### src/tcf_pkg.sv
// tcf_pkg: shared constants, register indexes and the CORDIC arctangent table
// for the tilt complementary filter. No dependencies.
package tcf_pkg;

    localparam int CORDIC_STEPS = 16;
    localparam int ATAN_LEN     = 24;
    localparam int CNT_W        = 5;
    localparam int MUL_W        = 76;   // shift-add accumulator width
    localparam int MPL_W        = 17;   // multiplier bits, one per cycle
    localparam int SUM_W        = 32;   // x^2 + z^2
    localparam int ROOT_W       = 24;
    localparam int CX_W         = 28;
    localparam int Z_W          = 26;
    localparam int DIV_W        = 55;
    localparam int DIV_CNT_W    = 6;
    localparam int REM_W        = 10;
    localparam int Divisor      = 1000;
    localparam int ANGLE_W      = 16;
    localparam int ANGLE_LIMIT  = 23040;

    localparam logic [2:0] CFG_MIN_INTERVAL = 3'd0;
    localparam logic [2:0] CFG_ALPHA        = 3'd1;
    localparam logic [2:0] CFG_GYRO_SCALE   = 3'd2;
    localparam logic [2:0] CFG_RAMP_ON      = 3'd3;
    localparam logic [2:0] CFG_RAMP_OFF     = 3'd4;

    // atan(2^-i) in 2^-16 degree
    function automatic logic signed [Z_W-1:0] atan_q16(input logic [CNT_W-1:0] i);
        logic signed [Z_W-1:0] v;
        case (i)
            5'd0:  v = 26'sd2949120;
            5'd1:  v = 26'sd1740967;
            5'd2:  v = 26'sd919879;
            5'd3:  v = 26'sd466945;
            5'd4:  v = 26'sd234379;
            5'd5:  v = 26'sd117304;
            5'd6:  v = 26'sd58666;
            5'd7:  v = 26'sd29335;
            5'd8:  v = 26'sd14668;
            5'd9:  v = 26'sd7334;
            5'd10: v = 26'sd3667;
            5'd11: v = 26'sd1833;
            5'd12: v = 26'sd917;
            5'd13: v = 26'sd458;
            5'd14: v = 26'sd229;
            5'd15: v = 26'sd115;
            5'd16: v = 26'sd57;
            5'd17: v = 26'sd29;
            5'd18: v = 26'sd14;
            5'd19: v = 26'sd7;
            5'd20: v = 26'sd4;
            5'd21: v = 26'sd2;
            5'd22: v = 26'sd1;
            default: v = '0;
        endcase
        return v;
    endfunction

endpackage

### src/tilt_complementary_filter.sv
// tilt_complementary_filter: sequencer, state and output register of the filter.
// Depends on tcf_pkg, tcf_mul, tcf_sqrt, tcf_cordic, tcf_div.
// An item that applies no update goes straight to the output step; an update runs the
// bit-serial units in turn (two squaring multiplies, root, CORDIC). The seeding update ends
// there, while a later update goes on (two gyro multiplies, divide, two blend multiplies);
// both then pass the latch and output steps. A new request is taken only in idle, after the
// current item has left; the result register lets the next request in while it waits.
// Synchronous active-low reset restores register defaults and clears the angle.
module tilt_complementary_filter (
    input  logic                i_clk,
    input  logic                i_rst_n,
    input  logic                i_valid,
    output logic                o_ready,
    input  logic signed [15:0]  i_accel_x,
    input  logic signed [15:0]  i_accel_y,
    input  logic signed [15:0]  i_accel_z,
    input  logic signed [15:0]  i_gyro_x,
    input  logic        [15:0]  i_elapsed_ms,
    output logic                o_valid,
    input  logic                i_ready,
    output logic signed [15:0]  o_tilt_angle,
    output logic                o_on_ramp,
    output logic                o_updated,
    input  logic                i_cfg_we,
    input  logic        [2:0]   i_cfg_idx,
    input  logic        [15:0]  i_cfg_data
);
    import tcf_pkg::*;

    typedef enum logic [11:0] {
        S_IDLE  = 12'b0000_0000_0001,
        S_SQX   = 12'b0000_0000_0010,
        S_SQZ   = 12'b0000_0000_0100,
        S_SQRT  = 12'b0000_0000_1000,
        S_CORD  = 12'b0000_0001_0000,
        S_GS    = 12'b0000_0010_0000,
        S_GD    = 12'b0000_0100_0000,
        S_DIV   = 12'b0000_1000_0000,
        S_BL1   = 12'b0001_0000_0000,
        S_BL2   = 12'b0010_0000_0000,
        S_LATCH = 12'b0100_0000_0000,
        S_DONE  = 12'b1000_0000_0000
    } t_state;

    t_state r_state;

    logic [9:0]  r_min_interval;
    logic [15:0] r_alpha;
    logic [15:0] r_gyro_scale;
    logic [14:0] r_ramp_on;
    logic [14:0] r_ramp_off;

    logic signed [ANGLE_W-1:0] r_angle;
    logic signed [ANGLE_W-1:0] r_pitch;
    logic        r_seeded;
    logic        r_latch;
    logic [15:0] r_time_accum;
    logic [15:0] r_dt;
    logic        r_upd;
    logic        r_launched;

    logic signed [15:0] r_ax;
    logic signed [15:0] r_ay;
    logic signed [15:0] r_az;
    logic signed [15:0] r_gx;

    logic                      r_out_valid;
    logic signed [ANGLE_W-1:0] r_out_angle;
    logic                      r_out_ramp;
    logic                      r_out_upd;

    // unit controls
    logic                    mul_start, mul_done;
    logic signed [MUL_W-1:0] mul_mcand, mul_acc0, mul_acc;
    logic [MPL_W-1:0]        mul_mplier;
    logic                    sqrt_start, sqrt_done;
    logic [ROOT_W-1:0]       root;
    logic                    cord_start, cord_done;
    logic signed [ANGLE_W-1:0] cord_pitch;
    logic                    div_start, div_done;
    logic [DIV_W-1:0]        quot;

    logic [16:0]             accum_sum;
    logic [15:0]             accum_sat;
    logic [15:0]             mag_ax, mag_az, mag_gx;
    logic signed [MUL_W-1:0] pred;
    logic signed [MUL_W-1:0] quot_ext;
    logic signed [MUL_W-1:0] blend_rnd;
    logic signed [43:0]      blend_r;
    logic [ANGLE_W-1:0]      angle_mag;
    logic                    accept;

    function automatic logic [15:0] abs16(input logic signed [15:0] v);
        logic [16:0] e;
        e = {v[15], v};
        return v[15] ? 16'(~e + 17'd1) : v;
    endfunction

    assign accept    = i_valid && o_ready;
    assign o_ready   = (r_state == S_IDLE);
    assign accum_sum = {1'b0, r_time_accum} + {1'b0, i_elapsed_ms};
    assign accum_sat = accum_sum[16] ? 16'hFFFF : accum_sum[15:0];
    assign mag_ax    = abs16(r_ax);
    assign mag_az    = abs16(r_az);
    assign mag_gx    = abs16(r_gx);

    // predicted angle, 16 fractional bits; gyro term carries the sign of -gyro_x
    assign quot_ext  = MUL_W'(quot);
    assign pred      = (MUL_W'(r_angle) <<< 16) + (r_gx[15] ? quot_ext : -quot_ext);
    assign blend_rnd = mul_acc + (MUL_W'(1) <<< 31);
    assign blend_r   = blend_rnd[MUL_W-1:32];
    assign angle_mag = r_angle[ANGLE_W-1] ? ANGLE_W'(-r_angle) : r_angle;

    assign mul_start  = !r_launched && ((r_state == S_SQX) || (r_state == S_SQZ) ||
                        (r_state == S_GS) || (r_state == S_GD) ||
                        (r_state == S_BL1) || (r_state == S_BL2));
    assign sqrt_start = !r_launched && (r_state == S_SQRT);
    assign cord_start = !r_launched && (r_state == S_CORD);
    assign div_start  = !r_launched && (r_state == S_DIV);

    always_comb begin
        mul_mcand  = '0;
        mul_mplier = '0;
        mul_acc0   = '0;
        unique case (r_state)
            S_SQX: begin
                mul_mcand  = MUL_W'(mag_ax);
                mul_mplier = MPL_W'(mag_ax);
            end
            S_SQZ: begin
                mul_mcand  = MUL_W'(mag_az);
                mul_mplier = MPL_W'(mag_az);
                mul_acc0   = mul_acc;
            end
            S_GS: begin
                mul_mcand  = MUL_W'(mag_gx);
                mul_mplier = MPL_W'(r_gyro_scale);
            end
            S_GD: begin
                mul_mcand  = mul_acc;
                mul_mplier = MPL_W'(r_dt);
            end
            S_BL1: begin
                mul_mcand  = pred;
                mul_mplier = MPL_W'(r_alpha);
            end
            S_BL2: begin
                mul_mcand  = MUL_W'(r_pitch) <<< 16;
                mul_mplier = 17'h10000 - MPL_W'(r_alpha);
                mul_acc0   = mul_acc;
            end
            default: begin
                mul_mcand  = '0;
            end
        endcase
    end

    tcf_mul u_mul (
        .i_clk    (i_clk),
        .i_rst_n  (i_rst_n),
        .i_start  (mul_start),
        .i_mcand  (mul_mcand),
        .i_mplier (mul_mplier),
        .i_acc    (mul_acc0),
        .o_done   (mul_done),
        .o_acc    (mul_acc)
    );

    tcf_sqrt u_sqrt (
        .i_clk   (i_clk),
        .i_rst_n (i_rst_n),
        .i_start (sqrt_start),
        .i_val   (mul_acc[SUM_W-1:0]),
        .o_done  (sqrt_done),
        .o_root  (root)
    );

    tcf_cordic u_cordic (
        .i_clk   (i_clk),
        .i_rst_n (i_rst_n),
        .i_start (cord_start),
        .i_cx    (root),
        .i_ay    (r_ay),
        .o_done  (cord_done),
        .o_pitch (cord_pitch)
    );

    tcf_div u_div (
        .i_clk      (i_clk),
        .i_rst_n    (i_rst_n),
        .i_start    (div_start),
        .i_dividend ({mul_acc[DIV_W-8:0], 7'b0}),
        .o_done     (div_done),
        .o_quot     (quot)
    );

    // configuration registers
    always_ff @(posedge i_clk) begin
        if (!i_rst_n) begin
            r_min_interval <= 10'd10;
            r_alpha        <= 16'd64225;
            r_gyro_scale   <= 16'd500;
            r_ramp_on      <= 15'd1024;
            r_ramp_off     <= 15'd640;
        end else if (i_cfg_we) begin
            unique case (i_cfg_idx)
                CFG_MIN_INTERVAL: r_min_interval <= i_cfg_data[9:0];
                CFG_ALPHA:        r_alpha        <= i_cfg_data;
                CFG_GYRO_SCALE:   r_gyro_scale   <= i_cfg_data;
                CFG_RAMP_ON:      r_ramp_on      <= i_cfg_data[14:0];
                CFG_RAMP_OFF:     r_ramp_off     <= i_cfg_data[14:0];
                default:          ;
            endcase
        end
    end

    always_ff @(posedge i_clk) begin
        if (accept) begin
            r_ax <= i_accel_x;
            r_ay <= i_accel_y;
            r_az <= i_accel_z;
            r_gx <= i_gyro_x;
        end
    end

    always_ff @(posedge i_clk) begin
        if (!i_rst_n) begin
            r_state      <= S_IDLE;
            r_angle      <= '0;
            r_pitch      <= '0;
            r_seeded     <= 1'b0;
            r_latch      <= 1'b0;
            r_time_accum <= '0;
            r_dt         <= '0;
            r_upd        <= 1'b0;
            r_launched   <= 1'b0;
            r_out_valid  <= 1'b0;
            r_out_angle  <= '0;
            r_out_ramp   <= 1'b0;
            r_out_upd    <= 1'b0;
        end else begin
            if (r_out_valid && i_ready && (r_state != S_DONE)) r_out_valid <= 1'b0;
            if (mul_start || sqrt_start || cord_start || div_start) r_launched <= 1'b1;

            unique case (r_state)
                S_IDLE: begin
                    if (accept) begin
                        if (accum_sat >= 16'(r_min_interval)) begin
                            r_dt         <= accum_sat;
                            r_time_accum <= '0;
                            r_upd        <= 1'b1;
                            r_state      <= S_SQX;
                        end else begin
                            r_time_accum <= accum_sat;
                            r_upd        <= 1'b0;
                            r_state      <= S_DONE;
                        end
                    end
                end
                S_SQX: begin
                    if (mul_done) begin
                        r_launched <= 1'b0;
                        r_state    <= S_SQZ;
                    end
                end
                S_SQZ: begin
                    if (mul_done) begin
                        r_launched <= 1'b0;
                        r_state    <= S_SQRT;
                    end
                end
                S_SQRT: begin
                    if (sqrt_done) begin
                        r_launched <= 1'b0;
                        r_state    <= S_CORD;
                    end
                end
                S_CORD: begin
                    if (cord_done) begin
                        r_launched <= 1'b0;
                        r_pitch    <= cord_pitch;
                        if (!r_seeded) begin
                            r_angle  <= cord_pitch;
                            r_seeded <= 1'b1;
                            r_state  <= S_LATCH;
                        end else begin
                            r_state  <= S_GS;
                        end
                    end
                end
                S_GS: begin
                    if (mul_done) begin
                        r_launched <= 1'b0;
                        r_state    <= S_GD;
                    end
                end
                S_GD: begin
                    if (mul_done) begin
                        r_launched <= 1'b0;
                        r_state    <= S_DIV;
                    end
                end
                S_DIV: begin
                    if (div_done) begin
                        r_launched <= 1'b0;
                        r_state    <= S_BL1;
                    end
                end
                S_BL1: begin
                    if (mul_done) begin
                        r_launched <= 1'b0;
                        r_state    <= S_BL2;
                    end
                end
                S_BL2: begin
                    if (mul_done) begin
                        r_launched <= 1'b0;
                        if (blend_r > 44'sd23040)
                            r_angle <= 16'sd23040;
                        else if (blend_r < -44'sd23040)
                            r_angle <= -16'sd23040;
                        else
                            r_angle <= blend_r[ANGLE_W-1:0];
                        r_state <= S_LATCH;
                    end
                end
                S_LATCH: begin
                    if (!r_latch && (angle_mag >= 16'(r_ramp_on)))
                        r_latch <= 1'b1;
                    else if (r_latch && (angle_mag <= 16'(r_ramp_off)))
                        r_latch <= 1'b0;
                    r_state <= S_DONE;
                end
                S_DONE: begin
                    if (!r_out_valid || i_ready) begin
                        r_out_valid <= 1'b1;
                        r_out_angle <= r_angle;
                        r_out_ramp  <= r_latch;
                        r_out_upd   <= r_upd;
                        r_state     <= S_IDLE;
                    end
                end
                default: r_state <= S_IDLE;
            endcase
        end
    end

    assign o_valid      = r_out_valid;
    assign o_tilt_angle = r_out_angle;
    assign o_on_ramp    = r_out_ramp;
    assign o_updated    = r_out_upd;

    a_one_request: assert property (@(posedge i_clk) disable iff (!i_rst_n)
        accept |=> !o_ready)
        else $error("request accepted while another was in flight");

    a_angle_range: assert property (@(posedge i_clk) disable iff (!i_rst_n)
        (r_angle <= 16'sd23040) && (r_angle >= -16'sd23040))
        else $error("angle beyond saturation limit");

    a_accum_cleared: assert property (@(posedge i_clk) disable iff (!i_rst_n)
        (r_state == S_DONE && r_upd) |-> (r_time_accum == '0))
        else $error("time accumulator not cleared by update");

    a_seeded_first: assert property (@(posedge i_clk) disable iff (!i_rst_n)
        (r_state == S_GS) |-> r_seeded)
        else $error("gyro path entered before seeding");
endmodule

### src/tcf_mul.sv
// tcf_mul: shift-add multiplier, one multiplier bit per cycle, with preload
// of the accumulator. Depends on tcf_pkg.
module tcf_mul (
    input  logic                               i_clk,
    input  logic                               i_rst_n,
    input  logic                               i_start,
    input  logic signed [tcf_pkg::MUL_W-1:0]   i_mcand,
    input  logic        [tcf_pkg::MPL_W-1:0]   i_mplier,
    input  logic signed [tcf_pkg::MUL_W-1:0]   i_acc,
    output logic                               o_done,
    output logic signed [tcf_pkg::MUL_W-1:0]   o_acc
);
    import tcf_pkg::*;

    logic signed [MUL_W-1:0] r_m;
    logic signed [MUL_W-1:0] r_acc;
    logic        [MPL_W-1:0] r_b;
    logic        [CNT_W-1:0] r_cnt;
    logic                    r_busy;
    logic                    r_done;

    always_ff @(posedge i_clk) begin
        if (!i_rst_n) begin
            r_busy <= 1'b0;
            r_done <= 1'b0;
            r_cnt  <= '0;
        end else begin
            r_done <= 1'b0;
            if (i_start) begin
                r_busy <= 1'b1;
                r_cnt  <= '0;
            end else if (r_busy) begin
                r_cnt <= r_cnt + 1'b1;
                if (r_cnt == CNT_W'(MPL_W - 1)) begin
                    r_busy <= 1'b0;
                    r_done <= 1'b1;
                end
            end
        end
    end

    always_ff @(posedge i_clk) begin
        if (i_start) begin
            r_m   <= i_mcand;
            r_b   <= i_mplier;
            r_acc <= i_acc;
        end else if (r_busy) begin
            if (r_b[0]) r_acc <= r_acc + r_m;
            r_m <= r_m <<< 1;
            r_b <= r_b >> 1;
        end
    end

    assign o_done = r_done;
    assign o_acc  = r_acc;
endmodule

### src/tcf_sqrt.sv
// tcf_sqrt: digit-by-digit integer square root of (x^2+z^2) << 16,
// one result bit per cycle. Depends on tcf_pkg.
module tcf_sqrt (
    input  logic                         i_clk,
    input  logic                         i_rst_n,
    input  logic                         i_start,
    input  logic [tcf_pkg::SUM_W-1:0]    i_val,
    output logic                         o_done,
    output logic [tcf_pkg::ROOT_W-1:0]   o_root
);
    import tcf_pkg::*;

    logic [2*ROOT_W-1:0] r_rad;
    logic [ROOT_W+2:0]   r_rem;
    logic [ROOT_W-1:0]   r_root;
    logic [CNT_W-1:0]    r_cnt;
    logic                r_busy;
    logic                r_done;
    logic [ROOT_W+2:0]   t_rem;
    logic [ROOT_W+2:0]   trial;

    assign t_rem = {r_rem[ROOT_W:0], r_rad[2*ROOT_W-1 -: 2]};
    assign trial = {1'b0, r_root, 2'b01};

    always_ff @(posedge i_clk) begin
        if (!i_rst_n) begin
            r_busy <= 1'b0;
            r_done <= 1'b0;
            r_cnt  <= '0;
        end else begin
            r_done <= 1'b0;
            if (i_start) begin
                r_busy <= 1'b1;
                r_cnt  <= '0;
            end else if (r_busy) begin
                r_cnt <= r_cnt + 1'b1;
                if (r_cnt == CNT_W'(ROOT_W - 1)) begin
                    r_busy <= 1'b0;
                    r_done <= 1'b1;
                end
            end
        end
    end

    always_ff @(posedge i_clk) begin
        if (i_start) begin
            r_rad  <= {i_val, 16'h0000};
            r_rem  <= '0;
            r_root <= '0;
        end else if (r_busy) begin
            r_rad <= r_rad << 2;
            if (t_rem >= trial) begin
                r_rem  <= t_rem - trial;
                r_root <= {r_root[ROOT_W-2:0], 1'b1};
            end else begin
                r_rem  <= t_rem;
                r_root <= {r_root[ROOT_W-2:0], 1'b0};
            end
        end
    end

    assign o_done = r_done;
    assign o_root = r_root;
endmodule

### src/tcf_cordic.sv
// tcf_cordic: vectoring CORDIC, one micro-rotation per cycle, giving the
// accelerometer pitch in 1/128 degree. Depends on tcf_pkg.
module tcf_cordic (
    input  logic                                i_clk,
    input  logic                                i_rst_n,
    input  logic                                i_start,
    input  logic        [tcf_pkg::ROOT_W-1:0]   i_cx,
    input  logic signed [15:0]                  i_ay,
    output logic                                o_done,
    output logic signed [tcf_pkg::ANGLE_W-1:0]  o_pitch
);
    import tcf_pkg::*;

    logic signed [CX_W-1:0] r_x;
    logic signed [CX_W-1:0] r_y;
    logic signed [Z_W-1:0]  r_z;
    logic [CNT_W-1:0]       r_i;
    logic                   r_zero;
    logic                   r_busy;
    logic                   r_done;
    logic signed [CX_W-1:0] dx;
    logic signed [CX_W-1:0] dy;
    logic signed [Z_W-1:0]  z_rnd;

    assign dx = r_y >>> r_i;
    assign dy = r_x >>> r_i;

    always_ff @(posedge i_clk) begin
        if (!i_rst_n) begin
            r_busy <= 1'b0;
            r_done <= 1'b0;
            r_i    <= '0;
        end else begin
            r_done <= 1'b0;
            if (i_start) begin
                r_busy <= 1'b1;
                r_i    <= '0;
            end else if (r_busy) begin
                r_i <= r_i + 1'b1;
                if (r_i == CNT_W'(CORDIC_STEPS - 1)) begin
                    r_busy <= 1'b0;
                    r_done <= 1'b1;
                end
            end
        end
    end

    always_ff @(posedge i_clk) begin
        if (i_start) begin
            r_x    <= CX_W'(i_cx);
            r_y    <= -(CX_W'(i_ay) <<< 8);
            r_z    <= '0;
            r_zero <= (i_cx == '0) && (i_ay == '0);
        end else if (r_busy) begin
            if (r_y > 0) begin
                r_x <= r_x + dx;
                r_y <= r_y - dy;
                r_z <= r_z + atan_q16(r_i);
            end else begin
                r_x <= r_x - dx;
                r_y <= r_y + dy;
                r_z <= r_z - atan_q16(r_i);
            end
        end
    end

    // 2^-16 degree to 1/128 degree, round half up
    assign z_rnd   = (r_z + Z_W'(256)) >>> 9;
    assign o_pitch = r_zero ? '0 : z_rnd[ANGLE_W-1:0];
    assign o_done  = r_done;
endmodule

### src/tcf_div.sv
// tcf_div: restoring division by the constant 1000, one quotient bit per
// cycle. Depends on tcf_pkg.
module tcf_div (
    input  logic                        i_clk,
    input  logic                        i_rst_n,
    input  logic                        i_start,
    input  logic [tcf_pkg::DIV_W-1:0]   i_dividend,
    output logic                        o_done,
    output logic [tcf_pkg::DIV_W-1:0]   o_quot
);
    import tcf_pkg::*;

    logic [DIV_W-1:0]     r_q;
    logic [REM_W-1:0]     r_rem;
    logic [DIV_CNT_W-1:0] r_cnt;
    logic                 r_busy;
    logic                 r_done;
    logic [REM_W:0]       t_rem;

    assign t_rem = {r_rem, r_q[DIV_W-1]};

    always_ff @(posedge i_clk) begin
        if (!i_rst_n) begin
            r_busy <= 1'b0;
            r_done <= 1'b0;
            r_cnt  <= '0;
        end else begin
            r_done <= 1'b0;
            if (i_start) begin
                r_busy <= 1'b1;
                r_cnt  <= '0;
            end else if (r_busy) begin
                r_cnt <= r_cnt + 1'b1;
                if (r_cnt == DIV_CNT_W'(DIV_W - 1)) begin
                    r_busy <= 1'b0;
                    r_done <= 1'b1;
                end
            end
        end
    end

    always_ff @(posedge i_clk) begin
        if (i_start) begin
            r_q   <= i_dividend;
            r_rem <= '0;
        end else if (r_busy) begin
            if (t_rem >= (REM_W+1)'(Divisor)) begin
                r_rem <= REM_W'(t_rem - (REM_W+1)'(Divisor));
                r_q   <= {r_q[DIV_W-2:0], 1'b1};
            end else begin
                r_rem <= t_rem[REM_W-1:0];
                r_q   <= {r_q[DIV_W-2:0], 1'b0};
            end
        end
    end

    assign o_done = r_done;
    assign o_quot = r_q;
endmodule

### config.mk
export PLATFORM = sky130hd
export DESIGN_NAME = tilt_complementary_filter
export DESIGN_NICKNAME = d
export VERILOG_FILES = /design/src/tcf_pkg.sv /design/src/tilt_complementary_filter.sv /design/src/tcf_mul.sv /design/src/tcf_sqrt.sv /design/src/tcf_cordic.sv /design/src/tcf_div.sv
export SDC_FILE = /design/constraint.sdc
export NUM_CORES = 2
export LEC_CHECK = 0
export ABC_CLOCK_PERIOD_IN_PS = 9850
export CAP_MARGIN = 20
export CORE_UTILIZATION = 45
export CTS_BUF_LIST = sky130_fd_sc_hd__clkbuf_16
export CTS_CLUSTER_DIAMETER = 30
export DETAILED_ROUTE_END_ITERATION = 7
export DONT_BUFFER_PORTS = 1
export GPL_ROUTABILITY_DRIVEN = 0
export GPL_TIMING_DRIVEN = 0
export PLACE_DENSITY = 0.65
export SETUP_SLACK_MARGIN = 0.5
export SYNTH_ARGS = -nofsm -noshare
export SYNTH_HDL_FRONTEND = slang
export SYNTH_HIERARCHICAL = 1
export SYNTH_SLANG_ARGS = --single-unit
### constraint.sdc
create_clock -name i_clk -period 9.85 [get_ports i_clk]
set_input_delay 0.985 -clock i_clk [delete_from_list [all_inputs] [get_ports i_clk]]
set_output_delay 0.985 -clock i_clk [all_outputs]
set_load 0.02 [all_outputs]
==> impl_metrics.ini <==
[setup_path]
cp_top_family = simple AND/OR/NAND/NOR gates
r2r-start = u_div/o_quot[2]$_DFFE_PP_
worstPathCellList = nor2_1, nor4b_1, nor3b_1, nand4_1, nor2_1, and3_1, clkbuf_1, a21oi_1, xor2_1, ha_1, clkbuf_1, a21o_1, a31o_2, a221oi_1, o21ai_0, a21oi_1, o31ai_1, a41oi_1, o221ai_1, o22a_1, xnor2_1, o21ai_0, mux2_2
cp_max_fo = 10
cp_slowest_stage_delay_ps = 780
rrSetupSlack_ps = 1350
worst-setup-path-type = reg2reg
start_kind = flop
rr_endpoint = u_mul/r_m[75]$_DFFE_PP_
cp_slowest_cell = nor3b_1
crit_start = u_div/o_quot[2]$_DFFE_PP_
r2r_cells = 23
critPathArrivalTime_ps = 9010
path_buf_inv = 2
crit_required_ps = 10370
critPathCaptureType = flop

[yosys]
synth-edff-count = 373
synthAdderAreaFrac = 0.0777
async_reset_ff_frac = 0
ys_seq_area_frac = 0.323
synth-compound-area-share = 0.210
ys_types = 132
syn_area_mm2 = 0.0539
avgSynthCellArea_um2 = 8.58
synth.most_common_cell = nand2_1
synth_top_area_share = 0.208
synth_cells = 6279
synth_top_family_by_area = compound AO/OA/AOI/OAI gates
synth-simple-area-share = 0.190
synthMuxAreaShare = 0.0848
synth_area_leader_cell = edfxtp_1
netlist_top_cells_count = nand2_1 (749), a21oi_1 (542), nor2_1 (488)
synth_area_leaders = edfxtp_1 (21%), dfxtp_1 (12%), ha_1 (7.5%)
ys_seq_elements = 683
yosysWarnings = 6
synth-main-ff-cell = edfxtp_1
synth_xor_area_frac = 0.0730

[status]
status = finished with violations
violations = DRC

[power_and_ir_drop]
netSwitchingFraction = 0.360
p_sw_uw = 4600
ir_drop_mv = 0.210
p_comb_frac = 0.305
p_int_uw = 8180
power.density_mw_per_mm2 = 209
clockPowerShare = 0.389
power.leakage_uw = 0.0231
p_seq_frac = 0.306

[route]
vias = 51200
top_layer = met5
drc = 8
wirelength_met1_um = 81200
routedWlPerCell_um = 23.0
wl_um = 188000
dr.pass1.iters = 8
wl_met2_um = 76800
ant_nets = 0
drt_iter0_drc = 6762
via_per_inst = 6.26
wl_met3_um = 23200

[worst_hold_path]
holdPathEnd = r_az[0]$_DFFE_PP_
holdCritStartpoint = i_accel_z[0]
hold_depth = 0
hold_class = in2reg

[cells_and_area]
final_cell_area_mm2 = 0.0612
drive_gt1_frac = 0.0949
nets = 6887
areaGrowthSynthToFinish_pct = 13.6

[die]
die_h_um = 348
num_rows = 126
ios = 124
core-area_mm2 = 0.118
die_w_um = 348
design.die.area_mm2 = 0.121
initial_utilization = 0.455

[clock_network]
clock_latency_ps = 790
cts_root_buffer = clkbuf_16
path_clk_slew_ps = 50
holdBufCountCts = 0
htreeDepth = 4
cts_sinks = 683
post_cts_buffers = 0
cts_buffers = 151
tritoncts = done
cts_resized = 0
clockBufferDepth = 3

[sta]
fmax_mhz = 118
finalCritPeriodShare = 0.862
worstMarginPinSlew_ps = 1350
slew_headroom = 0.0954
period_minus_slack_ps = 8500
fin_setup_tns_ps = 0
skew_ps = 58.1
setup_viol = 0
whs_ps = 297
hold_viol = 0
drv_slew = 0
grt_setup_unrepaired = false

[placed_design]
place_area_mm2 = 0.0561
hpwlAfterDp_um = 144000
portBuffers = 0

[global_routing]
grt.overflow.total = 0
grt_pass1_vias = 47600
grt_pass1_wl_um = 287000
antenna_found_initial = 8
grt_use_total = 0.303
grt_max_degree = 65

[run]
max_cap_violations = 0
final cells by class:
| type | instances | area [µm²] |
|---|---|---|
| Fill cell | 11000 | 57200 |
| Multi-Input combinational cell | 5055 | 34300 |
| Sequential cell | 683 | 17400 |
| Clock buffer | 151 | 3780 |
| Tap cell | 1600 | 2000 |
| Buffer | 331 | 1410 |
| Clock inverter | 126 | 1280 |
| Inverter | 216 | 811 |
| Timing Repair Buffer | 14 | 223 |
| Antenna cell | 3 | 7.51 |
state kept, by name (all words and copies together) (netlist names), 17 cells and up, named ones only:
name,count
u_mul/r_b,17
u_mul/o_acc,76
u_div/o_quot,55
u_cordic/r_y,28
u_sqrt/r_rem,25
u_sqrt/r_rad,32
u_sqrt/o_root,24
u_cordic/r_z,25
u_mul/r_m,76
u_cordic/r_x,28
worst max path at each step:
stage	end	slack (ps)	cells past startpoint
6_report	u_mul/r_m[75]$_DFFE_PP_	1350	23
5_1_grt	u_mul/r_m[73]$_DFFE_PP_	1210	23
4_1_cts	u_mul/r_m[75]$_DFFE_PP_	1740	23
3_5_place_dp	u_mul/r_m[75]$_DFFE_PP_	1800	23
3_3_place_gp	u_mul/r_m[72]$_DFFE_PP_	1680	19
2_1_floorplan	u_mul/r_m[71]$_DFFE_PP_	4240	18
kinds of logic after synthesis:
group	after synthesis
and+or+nand+nor	2127
muxes	376
xor gates and xnor gates	449
adders and majority gates	331
other	1
AOI/OAI and AO/OA	1765
buffers and inverters	547
DFF	683
worst register-to-register path, delay by kind of cell (launching register included):
kind | cells | cell delay, ps
simple gates | 6 | 3160
compound gates | 11 | 2940
buf+inv | 2 | 680
flops | 1 | 450
mux | 1 | 380
xor+xnor | 2 | 340
fa+ha+maj | 1 | 270
power by group through the flow:
stage               combinational, µW  sequential [µW]  clock [µW]
finish                           3900             3910        4980
global route                     4230             3930        5170
CTS                              3800             3890        5020
detailed placement               3770             3940           0
global placement                 3680             3980           0
floorplan                        2840             3800           0
per-layer routing:
| metal | up-vias | GRT usage |
|---|---|---|
| met3 | 458 | 0.0881 |
| met4 | 4 | 0.120 |
| met1 | 24400 | 0.427 |
| li1 | 23500 | - |
| met2 | 2845 | 0.434 |
| met5 | - | 0 |
cells in the final DEF (no fill, tap or decap), types with 51 or more instances in the layout:
| master | count |
|---|---|
| mux2i_1 | 119 |
| o211ai_1 | 55 |
| nand2b_1 | 54 |
| o31ai_1 | 55 |
| a21oi_1 | 542 |
| xnor2_1 | 236 |
| edfxtp_1 | 373 |
| nor3_1 | 136 |
| nor2b_1 | 55 |
| nand3_1 | 154 |
| nand2_1 | 746 |
| ha_1 | 325 |
| nand4_1 | 79 |
| mux2_2 | 180 |
| inv_1 | 224 |
| o21ai_0 | 393 |
| dfxtp_1 | 309 |
| a21o_1 | 120 |
| o21bai_1 | 51 |
| xor2_1 | 213 |
| and2_1 | 109 |
| nor4_1 | 59 |
| clkbuf_1 | 254 |
| nor2_1 | 488 |
| a31oi_1 | 70 |
| clkbuf_16 | 151 |
| o21a_1 | 54 |
per-stage QoR:
stage / total power, µW / setup slack (ps) / util / cells
global placement: 7660 / 1680 / 0.472 / 7885
detailed placement: 7710 / 1800 / 0.474 / 7897
finish: 12800 / 1350 / 0.517 / 8179
CTS: 12700 / 1740 / 0.517 / 8174
global route: 13300 / 1210 / 0.517 / 8178
floorplan: 6640 / 4240 / - / 6285
No activity file was read; power rests on OpenSTA's default activity.
